--- src/hw/rtl/rar_pkg.sv ---
// Package for the rational arithmetic reducer: payload structs, opcodes,
// controller states and the command/status bundles.
// No dependencies.
`timescale 1ns / 1ps
`default_nettype none
package rar_pkg;

    localparam int OperandWidth = 16;
    localparam int NumBits = 33;
    localparam int DenBits = 32;

    typedef enum logic [1:0] {
        OP_ADD = 2'd0,
        OP_SUB = 2'd1,
        OP_MUL = 2'd2,
        OP_DIV = 2'd3
    } op_t;

    typedef struct packed {
        logic [1:0]              action;
        logic [OperandWidth-1:0] a_num;
        logic [OperandWidth-1:0] a_den;
        logic [OperandWidth-1:0] b_num;
        logic [OperandWidth-1:0] b_den;
    } in_word_t;

    typedef struct packed {
        logic [NumBits-1:0] result_num;
        logic [DenBits-1:0] result_den;
        logic               den_zero;
    } out_word_t;

    typedef enum logic [2:0] {
        ST_IDLE,
        ST_MUL,
        ST_SUM,
        ST_GCD,
        ST_DIVN,
        ST_DIVD,
        ST_DONE
    } state_t;

    typedef struct packed {
        logic load;
        logic mul;
        logic sum;
        logic gcd_start;
        logic gcd_step;
        logic div_start;
        logic div_step;
        logic div_sel_den;
        logic finish;
    } cmd_t;

    typedef struct packed {
        logic den_zero;
        logic num_zero;
        logic gcd_done;
        logic div_done;
    } stat_t;

endpackage
`default_nettype wire

--- src/hw/rtl/rar_ctrl.sv ---
// Controller state machine for the rational reducer.
// Depends on rar_pkg.
`timescale 1ns / 1ps
`default_nettype none
module rar_ctrl
    import rar_pkg::*;
(
    input  wire logic  clk,
    input  wire logic  rst_n,
    input  wire logic  in_valid,
    output logic       in_stall,
    output logic       out_valid,
    input  wire logic  out_stall,
    input  wire stat_t stat,
    output cmd_t       cmd
);

    state_t state_reg, state_next;

    // State register.
    always_ff @(posedge clk or negedge rst_n)
    begin
        if (!rst_n)
        begin
            state_reg <= ST_IDLE;
        end
        else
        begin
            state_reg <= state_next;
        end
    end

    // Next state and commands.
    always_comb
    begin
        state_next = state_reg;
        cmd = '0;
        in_stall = 1'b1;
        out_valid = 1'b0;
        unique case (state_reg)
            ST_IDLE:
            begin
                in_stall = 1'b0;
                if (in_valid)
                begin
                    cmd.load = 1'b1;
                    state_next = ST_MUL;
                end
            end
            ST_MUL:
            begin
                cmd.mul = 1'b1;
                state_next = ST_SUM;
            end
            ST_SUM:
            begin
                cmd.sum = 1'b1;
                cmd.gcd_start = 1'b1;
                state_next = ST_GCD;
            end
            ST_GCD:
            begin
                if (stat.den_zero || stat.num_zero)
                begin
                    cmd.finish = 1'b1;
                    state_next = ST_DONE;
                end
                else if (stat.gcd_done)
                begin
                    cmd.div_start = 1'b1;
                    state_next = ST_DIVN;
                end
                else
                begin
                    cmd.gcd_step = 1'b1;
                end
            end
            ST_DIVN:
            begin
                if (stat.div_done)
                begin
                    cmd.div_start = 1'b1;
                    cmd.div_sel_den = 1'b1;
                    state_next = ST_DIVD;
                end
                else
                begin
                    cmd.div_step = 1'b1;
                end
            end
            ST_DIVD:
            begin
                cmd.div_sel_den = 1'b1;
                if (stat.div_done)
                begin
                    cmd.finish = 1'b1;
                    state_next = ST_DONE;
                end
                else
                begin
                    cmd.div_step = 1'b1;
                end
            end
            ST_DONE:
            begin
                out_valid = 1'b1;
                if (!out_stall)
                begin
                    state_next = ST_IDLE;
                end
            end
            default:
            begin
                state_next = ST_IDLE;
            end
        endcase
    end

endmodule
`default_nettype wire

--- src/hw/rtl/rar_dp.sv ---
// Datapath for the rational reducer: cross products, binary GCD and a
// restoring divider shared for numerator and denominator.
// Depends on rar_pkg.
`timescale 1ns / 1ps
`default_nettype none
module rar_dp
    import rar_pkg::*;
(
    input  wire logic     clk,
    input  wire in_word_t in_word,
    input  wire cmd_t     cmd,
    output stat_t         stat,
    output out_word_t     out_word
);

    localparam int PW = 2 * OperandWidth;
    localparam int SW = PW + 1;
    localparam int MW = PW + 1;
    localparam int CW = $clog2(MW + 1);

    logic [1:0]                       op_reg;
    logic signed [OperandWidth-1:0]   an_reg, ad_reg, bn_reg, bd_reg;
    logic signed [PW-1:0]             p0_reg, p1_reg, pd_reg;
    logic signed [SW-1:0]             num_reg;
    logic signed [PW-1:0]             den_reg;
    logic                             neg_reg;
    logic [MW-1:0]                    mn_reg, md_reg;
    logic [MW-1:0]                    gx_reg, gy_reg;
    logic [CW-1:0]                    sh_reg;
    logic [MW-1:0]                    quo_reg, rem_reg;
    logic [CW-1:0]                    cnt_reg;
    logic [MW-1:0]                    qn_reg;
    out_word_t                        out_reg;

    logic signed [SW-1:0] sum_next;
    logic [MW-1:0]        mag_num, mag_den, gx_next, gy_next, gval;
    logic [MW:0]          trial;
    logic                 gx_even, gy_even;

    // Sign-magnitude of the raw fraction.
    assign mag_num = num_reg[SW-1] ? MW'(-num_reg) : MW'(num_reg);
    assign mag_den = den_reg[PW-1] ? MW'(-$signed({den_reg[PW-1], den_reg}))
                                   : MW'($signed({den_reg[PW-1], den_reg}));

    // Status.
    assign stat.den_zero = (den_reg == '0);
    assign stat.num_zero = (num_reg == '0);
    assign stat.gcd_done = (gy_reg == '0);
    assign stat.div_done = (cnt_reg == '0);

    // Numerator: sum or difference of the cross products, or the first product alone for multiply and divide.
    always_comb
    begin
        case (op_t'(op_reg))
            OP_ADD:  sum_next = SW'(p0_reg) + SW'(p1_reg);
            OP_SUB:  sum_next = SW'(p0_reg) - SW'(p1_reg);
            default: sum_next = SW'(p0_reg);
        endcase
    end

    // One binary-GCD step: halve each even value, else subtract the smaller and halve.
    always_comb
    begin
        gx_even = ~gx_reg[0];
        gy_even = ~gy_reg[0];
        gx_next = gx_reg;
        gy_next = gy_reg;
        if (gx_even && gy_even)
        begin
            gx_next = gx_reg >> 1;
            gy_next = gy_reg >> 1;
        end
        else if (gx_even)
        begin
            gx_next = gx_reg >> 1;
        end
        else if (gy_even)
        begin
            gy_next = gy_reg >> 1;
        end
        else if (gx_reg >= gy_reg)
        begin
            gx_next = (gx_reg - gy_reg) >> 1;
        end
        else
        begin
            gy_next = (gy_reg - gx_reg) >> 1;
        end
        if (gx_next == '0)
        begin
            gx_next = gy_next;
            gy_next = '0;
        end
    end

    // GCD value with the common power of two restored.
    assign gval = gx_reg << sh_reg;
    assign trial = {rem_reg, quo_reg[MW-1]} - {1'b0, gval};

    // Datapath registers.
    always_ff @(posedge clk)
    begin
        if (cmd.load)
        begin
            op_reg <= in_word.action;
            an_reg <= in_word.a_num;
            ad_reg <= in_word.a_den;
            bn_reg <= in_word.b_num;
            bd_reg <= in_word.b_den;
        end
        if (cmd.mul)
        begin
            if (op_t'(op_reg) == OP_MUL)
            begin
                p0_reg <= PW'(an_reg) * PW'(bn_reg);
                pd_reg <= PW'(ad_reg) * PW'(bd_reg);
            end
            else if (op_t'(op_reg) == OP_DIV)
            begin
                p0_reg <= PW'(an_reg) * PW'(bd_reg);
                pd_reg <= PW'(ad_reg) * PW'(bn_reg);
            end
            else
            begin
                p0_reg <= PW'(an_reg) * PW'(bd_reg);
                pd_reg <= PW'(ad_reg) * PW'(bd_reg);
            end
            p1_reg <= PW'(ad_reg) * PW'(bn_reg);
        end
        if (cmd.sum)
        begin
            num_reg <= sum_next;
            den_reg <= pd_reg;
        end
        if (cmd.gcd_start)
        begin
            neg_reg <= 1'b0;
            sh_reg <= '0;
        end
        // The GCD registers load from the sum in the next state's first step.
        if (cmd.gcd_step)
        begin
            if (gx_reg == '0 && gy_reg == '1)
            begin
                gx_reg <= mag_num;
                gy_reg <= mag_den;
                mn_reg <= mag_num;
                md_reg <= mag_den;
                neg_reg <= num_reg[SW-1] ^ den_reg[PW-1];
            end
            else
            begin
                gx_reg <= gx_next;
                gy_reg <= gy_next;
                if (~gx_reg[0] && ~gy_reg[0])
                begin
                    sh_reg <= sh_reg + 1'b1;
                end
            end
        end
        if (cmd.gcd_start)
        begin
            gx_reg <= '0;
            gy_reg <= '1;
        end
        if (cmd.div_start)
        begin
            if (!cmd.div_sel_den)
            begin
                quo_reg <= mn_reg;
            end
            else
            begin
                qn_reg <= quo_reg;
                quo_reg <= md_reg;
            end
            rem_reg <= '0;
            cnt_reg <= CW'(MW);
        end
        else if (cmd.div_step)
        begin
            if (!trial[MW])
            begin
                rem_reg <= trial[MW-1:0];
                quo_reg <= {quo_reg[MW-2:0], 1'b1};
            end
            else
            begin
                rem_reg <= {rem_reg[MW-2:0], quo_reg[MW-1]};
                quo_reg <= {quo_reg[MW-2:0], 1'b0};
            end
            cnt_reg <= cnt_reg - 1'b1;
        end
        if (cmd.finish)
        begin
            if (stat.den_zero)
            begin
                out_reg.result_num <= NumBits'(num_reg);
                out_reg.result_den <= '0;
                out_reg.den_zero <= 1'b1;
            end
            else if (stat.num_zero)
            begin
                out_reg.result_num <= '0;
                out_reg.result_den <= DenBits'(1);
                out_reg.den_zero <= 1'b0;
            end
            else
            begin
                out_reg.result_num <= neg_reg ? NumBits'(-{1'b0, qn_reg})
                                              : NumBits'({1'b0, qn_reg});
                out_reg.result_den <= DenBits'(quo_reg);
                out_reg.den_zero <= 1'b0;
            end
        end
    end

    assign out_word = out_reg;

endmodule
`default_nettype wire

--- src/hw/rtl/rational_arith_reduce.sv ---
// Rational arithmetic with GCD reduction, one word at a time (operand width W).
// From input accept to output valid: products, then the sum, then loading of the GCD,
// the binary-GCD steps, a check that sees the GCD end, then two restoring divisions.
// Zero denominators or numerators skip the GCD steps and the divides. A new word is
// taken only after the last one has been handed off at the output and the controller
// is back in idle. Async reset to idle.
`timescale 1ns / 1ps
`default_nettype none
module rational_arith_reduce
    import rar_pkg::*;
(
    input  wire logic     clk,
    input  wire logic     rst_n,
    input  wire logic     in_valid,
    output logic          in_stall,
    input  wire in_word_t in_word,
    output logic          out_valid,
    input  wire logic     out_stall,
    output out_word_t     out_word
);

    cmd_t  cmd;
    stat_t stat;

    rar_ctrl u_ctrl (
        .clk       (clk),
        .rst_n     (rst_n),
        .in_valid  (in_valid),
        .in_stall  (in_stall),
        .out_valid (out_valid),
        .out_stall (out_stall),
        .stat      (stat),
        .cmd       (cmd)
    );

    rar_dp u_dp (
        .clk      (clk),
        .in_word  (in_word),
        .cmd      (cmd),
        .stat     (stat),
        .out_word (out_word)
    );

    // A flagged zero denominator always reports a zero denominator field.
    assert property (@(posedge clk) disable iff (!rst_n)
        out_valid && out_word.den_zero |-> out_word.result_den == '0)
        else $error("den_zero with nonzero denominator");

    // The input is never taken while a word waits at the output.
    assert property (@(posedge clk) disable iff (!rst_n)
        out_valid |-> in_stall)
        else $error("input accepted while output pending");

    // A reduced result has a nonzero denominator.
    assert property (@(posedge clk) disable iff (!rst_n)
        out_valid && !out_word.den_zero |-> out_word.result_den != '0)
        else $error("reduced result has zero denominator");

endmodule
`default_nettype wire
--- config.mk ---
export PLATFORM = sky130hd
export DESIGN_NAME = rational_arith_reduce
export DESIGN_NICKNAME = d
export VERILOG_FILES = /design/src/hw/rtl/rar_pkg.sv /design/src/hw/rtl/rar_ctrl.sv /design/src/hw/rtl/rar_dp.sv /design/src/hw/rtl/rational_arith_reduce.sv
export SDC_FILE = /design/constraint.sdc
export NUM_CORES = 2
export LEC_CHECK = 0
export ABC_AREA = 1
export BUFFER_PORTS_ARGS = -buffer_cell sky130_fd_sc_hd__buf_2
export CAP_MARGIN = 25
export CORE_MARGIN = 4
export CORE_UTILIZATION = 31
export CTS_CLUSTER_DIAMETER = 60
export DETAILED_ROUTE_END_ITERATION = 8
export GPL_ROUTABILITY_DRIVEN = 0
export HOLD_SLACK_MARGIN = 0.05
export PLACE_DENSITY_LB_ADDON = 0.1
export SLEW_MARGIN = 20
export SYNTH_ARGS = -nofsm -noshare
export SYNTH_HDL_FRONTEND = slang
export SYNTH_SLANG_ARGS = --single-unit
--- constraint.sdc ---
create_clock -name clk -period 8.1 [get_ports clk]
set_clock_uncertainty 0.15 [all_clocks]
set_input_delay 0.81 -clock clk [delete_from_list [all_inputs] [get_ports clk]]
set_output_delay 0.81 -clock clk [all_outputs]
set_load 0.01 [all_outputs]
# Word-level counts from Yosys, hierarchy flattened
# Cells that the tools add are included.
# totals
register_bits,540
latch_bits,0
ramBits,0
romBits,0
in_bits,70
output_inout_bits,68
n_memories,0
# classes
addsub,10
n_mul,4
n_div,0
order_cmp,1
n_eq_ne,15
n_shift,1
muxes,56
n_bitwise,3
reduce_logical,16
# op_table
operator,n
$mux W33,19
$logic_not A33 Y1,4
$mux W66,2
$mul A16 B16 Y32,4
$mux W32,3
$neg A33 Y33,2
$pmux W33 S2,1
$sub A33 B33 Y33,2
$sub A34 B33 Y34,1
$add A32 B32 Y33,1
$eq A33 B33 Y1 const B,1
$ge A33 B33 Y1,1
$neg A32 Y33,1
$shl A33 B6 Y33,1
$sub A32 B32 Y33,1
$logic_not A32 Y1,1
$mux W6,4
$pmux W3 S7,1
$mux W3,6
$mux W1,15
$eq A3 B3 Y1 const B,3
$ne A2 B2 Y1 const B,4
$add A6 B1 Y6 const B,1
$eq A3 B2 Y1 const B,2
19 further kinds,25

# Logic depth before layout (Yosys ltp)
# logic_depth
ltp_word,8
mapped_depth,33

# Cells and area by module
# A second synthesis with hierarchy kept.
# unflattened
cells_unflattened,9438
hier_area_um2,74646.6
# modules_own_cells
module,n_inst,cells_each,area_per_inst_um2
rar_dp,1,9380,74246.2
rar_ctrl,1,58,400.4

# Worst setup path after synthesis
# No wires, ideal clock.
# synth_timing
path_type,reg-to-reg
from,register u_dp.ad_reg[15]
to,register u_dp.pd_reg[29] (data pin)
setup_time_ns,0.264
arrival_ns,5.733
t_required_ns,7.686
setup_slack_ns,1.953
path_stages_with_launch,25
path_buffers,1
cell_sequence,edfxtp_1 -> clkbuf_1 -> nand2_1 -> inv_1 -> fa_1 -> fa_1 -> fa_1 -> fa_1 -> fa_1 -> inv_1 -> fa_1 -> inv_1 -> ha_1 -> nand2_1 -> inv_1 -> nand2_1 -> o221ai_1 -> a21oi_1 -> nor2_1 -> o21ai_0 -> o211ai_1 -> a21o_1 -> or2_2 -> nand3_1 -> o21ai_0
# synth_between
elab_chain_len,3
word_cells_on_any_way,4
# synth_lines
element,line_no,rtl
from (decl),rar_dp.sv:22,"logic signed [OperandWidth-1:0] an_reg, ad_reg, bn_reg, bd_reg;"
from (signal assigned),rar_dp.sv:107,ad_reg <= in_word.a_den;
$mul A16 B16 Y32 (on tied branches),"rar_dp.sv:116, rar_dp.sv:126, rar_dp.sv:121",
$mux W32,rar_dp.sv:118,else if (op_t'(op_reg) == OP_DIV)
$mux W32 *,rar_dp.sv:113,if (op_t'(op_reg) == OP_MUL)
to (signal assigned),rar_dp.sv:116,pd_reg <= PW'(ad_reg) * PW'(bd_reg);
to (signal assigned),rar_dp.sv:121,pd_reg <= PW'(ad_reg) * PW'(bn_reg);
to (signal assigned),rar_dp.sv:126,pd_reg <= PW'(ad_reg) * PW'(bd_reg);
to (decl),rar_dp.sv:23,"logic signed [PW-1:0] p0_reg, p1_reg, pd_reg;"
# Mark *: on every way between the ends. The rest lies on a longest branch, timed or not.
# A chain may end at the register's enable or synchronous reset.

# Worst setup path after layout
# layout_timing
from,register u_dp.bn_reg[4]
to,register u_dp.pd_reg[28] (data pin)
# layout_between
elab_chain_len,3
# layout_lines
element,line_no,rtl
from (decl),rar_dp.sv:22,
from (signal assigned),rar_dp.sv:108,bn_reg <= in_word.b_num;
$mul A16 B16 Y32,rar_dp.sv:121,
$mux W32,rar_dp.sv:118,
$mux W32,rar_dp.sv:113,
# No other way between the ends.

==> impl_metrics.ini <==
[synthesis]
predominant_post_synthesis_flop_cell = edfxtp_1
synth_top_family_by_area = adder cells
synth_mux_area_frac = 0.00269
synthDominantAreaCellType = fa_1
dominant_cells_by_area_after_synthesis = fa_1 (28%), edfxtp_1 (17%), inv_1 (11%), nand2_1 (11%), ha_1 (7.8%)
synth-xor-area-share = 0.0345
ys_seq_elements = 540
async_reset_ff_frac = 0.00556
synth.yosys.warnings = 0
ys_types = 62
number_of_nets_produced_by_synthesis = 11091
synth_largest_type_area_fraction = 0.281
syn_area_sq_um = 74900
synth_simple_gate_area_frac = 0.175
synth_seq_area_share = 0.201
syn-instance-count = 9503
yosysMostFrequentCell = inv_1
syn_avg_cell_area_sq_um = 7.88
synth-adder-area-share = 0.359
post_synth_most_frequent_cells = inv_1 (2266), nand2_1 (2238), fa_1 (1052)
synth_edf_count = 425
compound_gate_portion_of_the_synthesized_area = 0.0919

[outcome]
outcome = completed

[setup_path]
timing.critical_path.required_ns = 8.40
critical_path_class = reg2reg
timing.reg2reg.worst_path_depth = 23
timing.critical_path.from_type = flop
endpoint_kind = flop
critical_path_arrival_ns = 7.76
timing.critical_path.fanout_max = 12

[sta]
rsz0062_at_grt = no
final-max-slew-violation-count = 0
setup_total_negative_slack_ns = 0
hold_ws_ns = 0.126
max-slew-margin-rel = 0.251
worstMarginPinSlew_ns = 1.12
max_freq_mhz = 134
timing.final.ws_setup_ns = 0.638
setup_viol = 0
post-route-period-util = 0.921
min_period_ns = 7.46
number_of_hold_violations_in_the_final_report = 0

[clocking]
clock_path_buffers = 3
tritoncts.num_buffers = 88
htreeDepth = 3
clock_tree.root_cell = clkbuf_16
clock-sinks = 540
clock_latency_ns = 0.72
cts_setup_buffers = 0
clock_tree_from_tritoncts = yes
clk_slew_on_worst_s_h_paths_ns = 0.06

[grt]
initial_antenna_violation_count = 8
maximum_number_of_pins_on_one_net_before_global_route_repair = 71
grt.total_usage = 0.210
grt_pass1_vias = 63504
grt_pass1_wl_microns = 402000
grt_overflow_total = 0

[floorplan]
dieHeight_microns = 500
placement_rows = 180
initial_core_utilization = 0.311
coreArea_sq_um = 241000
floorplan.io_pins = 138
dieWidth_microns = 500
die_area_sq_um = 250000

[job]
max_cap_viol_count = 0

[routing]
viasPerCell = 4.79
drt-pass1-iter-count = 6
drtIter0Drc = 4435
drc = 0
detail_route.wl_per_cell_microns = 20.4
final_antenna_net_count = 0
aggregate_routed_wire_length_microns = 262000
vias = 61541

[placement]
post-place-ws_ns = 0.592
dpl.cell_count = 12624
dp_hpwl_microns = 213000
total_of_buffers_placed_on_input_and_output_ports = 137

[cells_and_area]
finalNetCount = 11171
largest_reg_flops = 66
ratio_of_cells_with_drive_above_1_in_the_final_layout = 0.0604
finalNonFillerCells = 12849
filler_cell_count = 25785
flow.area_growth_from_synthesis_pct = 11.2

[worst_hold_path]
timing.hold.worst.class = in2reg
timing.hold.worst_path_depth = 1
-- logic make-up (layout without fill, tap and decap cells) --
kind of cell,Yosys count,count (layout)
AO/OA/AOI/OAI,1197,1197
XOR/XNOR,295,295
adder cells (fa/ha/maj),1518,1518
buffers and inverters,2669,2824
flip-flops,540,540
multiplexers,20,20
other,1,7
AND/OR/NAND/NOR,3263,3263
-- timing repair --
item                       4_1_cts  5_1_grt
hold endpoints to repair        50        0
hold buffers                    48        0
resized for setup                0        0
setup endpoints to repair        0        0
-- routing by layer --
metal,GRT usage,share of wire,wire length (microns),up-vias
li1,-,-,-,29232
met1,0.301,0.47,123000,30382
met5,0,0,0,-
met4,0.0566,0.030,7780,0
met2,0.334,0.45,117000,1626
met3,0.0266,0.052,13600,301
-- area by class of cell --
class,count,area [sq um],share of cell area
inverters,2292,8610,0.103
repair buffers,367,2760,0.0331
well taps,3185,3990,0.0478
clock buffers,94,2240,0.0269
multi-input cells,6294,49800,0.598
flip-flops and latches,540,15100,0.181
clock inverters,71,847,0.0102
diodes,6,15.0,0.000180
-- worst max-delay path, cell delays in order, from the launching register on --
cell      delay (ns)
edfxtp_1        0.94
buf_4           0.30
nand2_1         0.09
fa_1            0.54
fa_1            0.49
inv_1           0.04
ha_1            0.19
fa_1            0.44
ha_1            0.29
inv_1           0.04
fa_1            0.47
inv_1           0.04
ha_1            0.35
a21o_1          0.18
a21oi_1         0.20
o21ai_0         0.19
a21boi_0        0.47
o21ai_0         0.25
a21boi_0        0.37
o21bai_1        0.15
a21oi_1         0.58
o211ai_1        0.18
nand3_1         0.15
nand2_1         0.07
-- path summary, 6_finish.rpt --
check / start / to / slack [ns]
max: u_dp.bn_reg[4] / u_dp.pd_reg[28] / 0.64
min: in_word[36] / u_dp.ad_reg[4] / 0.13
max reg2reg: u_dp.bn_reg[4] / u_dp.pd_reg[28] / 0.64
min reg2reg: u_dp.pd_reg[4] / u_dp.den_reg[4] / 0.26
max in group asynchronous: rst_n / u_ctrl.state_reg[1] / 7.44
min in group asynchronous: rst_n / u_ctrl.state_reg[2] / 0.26
-- cells in the final DEF, fill, tap and decap left out, types with 30 or more instances in the layout --
cell and instances:
o22ai_1 38, edfxtp_1 425, buf_2 139, xnor2_1 114, buf_4 160, clkbuf_16 88, nor4_1 30, a21oi_1 420
fa_1 1052, inv_1 2264, nor3_1 67, dlygate4sd3_1 48, ha_1 466, nand4_1 64, o21ai_0 422, dfxtp_1 110
nor2_1 510, nand3_1 262, a31oi_1 36, xor2_1 181, or2_2 42, nand2_1 2235, a22oi_1 33, o211ai_1 77
-- stage by stage --
stage,area [sq um],util
finish,83300,0.346
global route,83300,0.346
CTS,83200,0.346
detailed placement,79700,0.331
global placement,79600,0.331
floorplan,74900,-
Power is not shown: default switching activity piles up to over one toggle a cycle in this logic, so the estimate is an artifact.
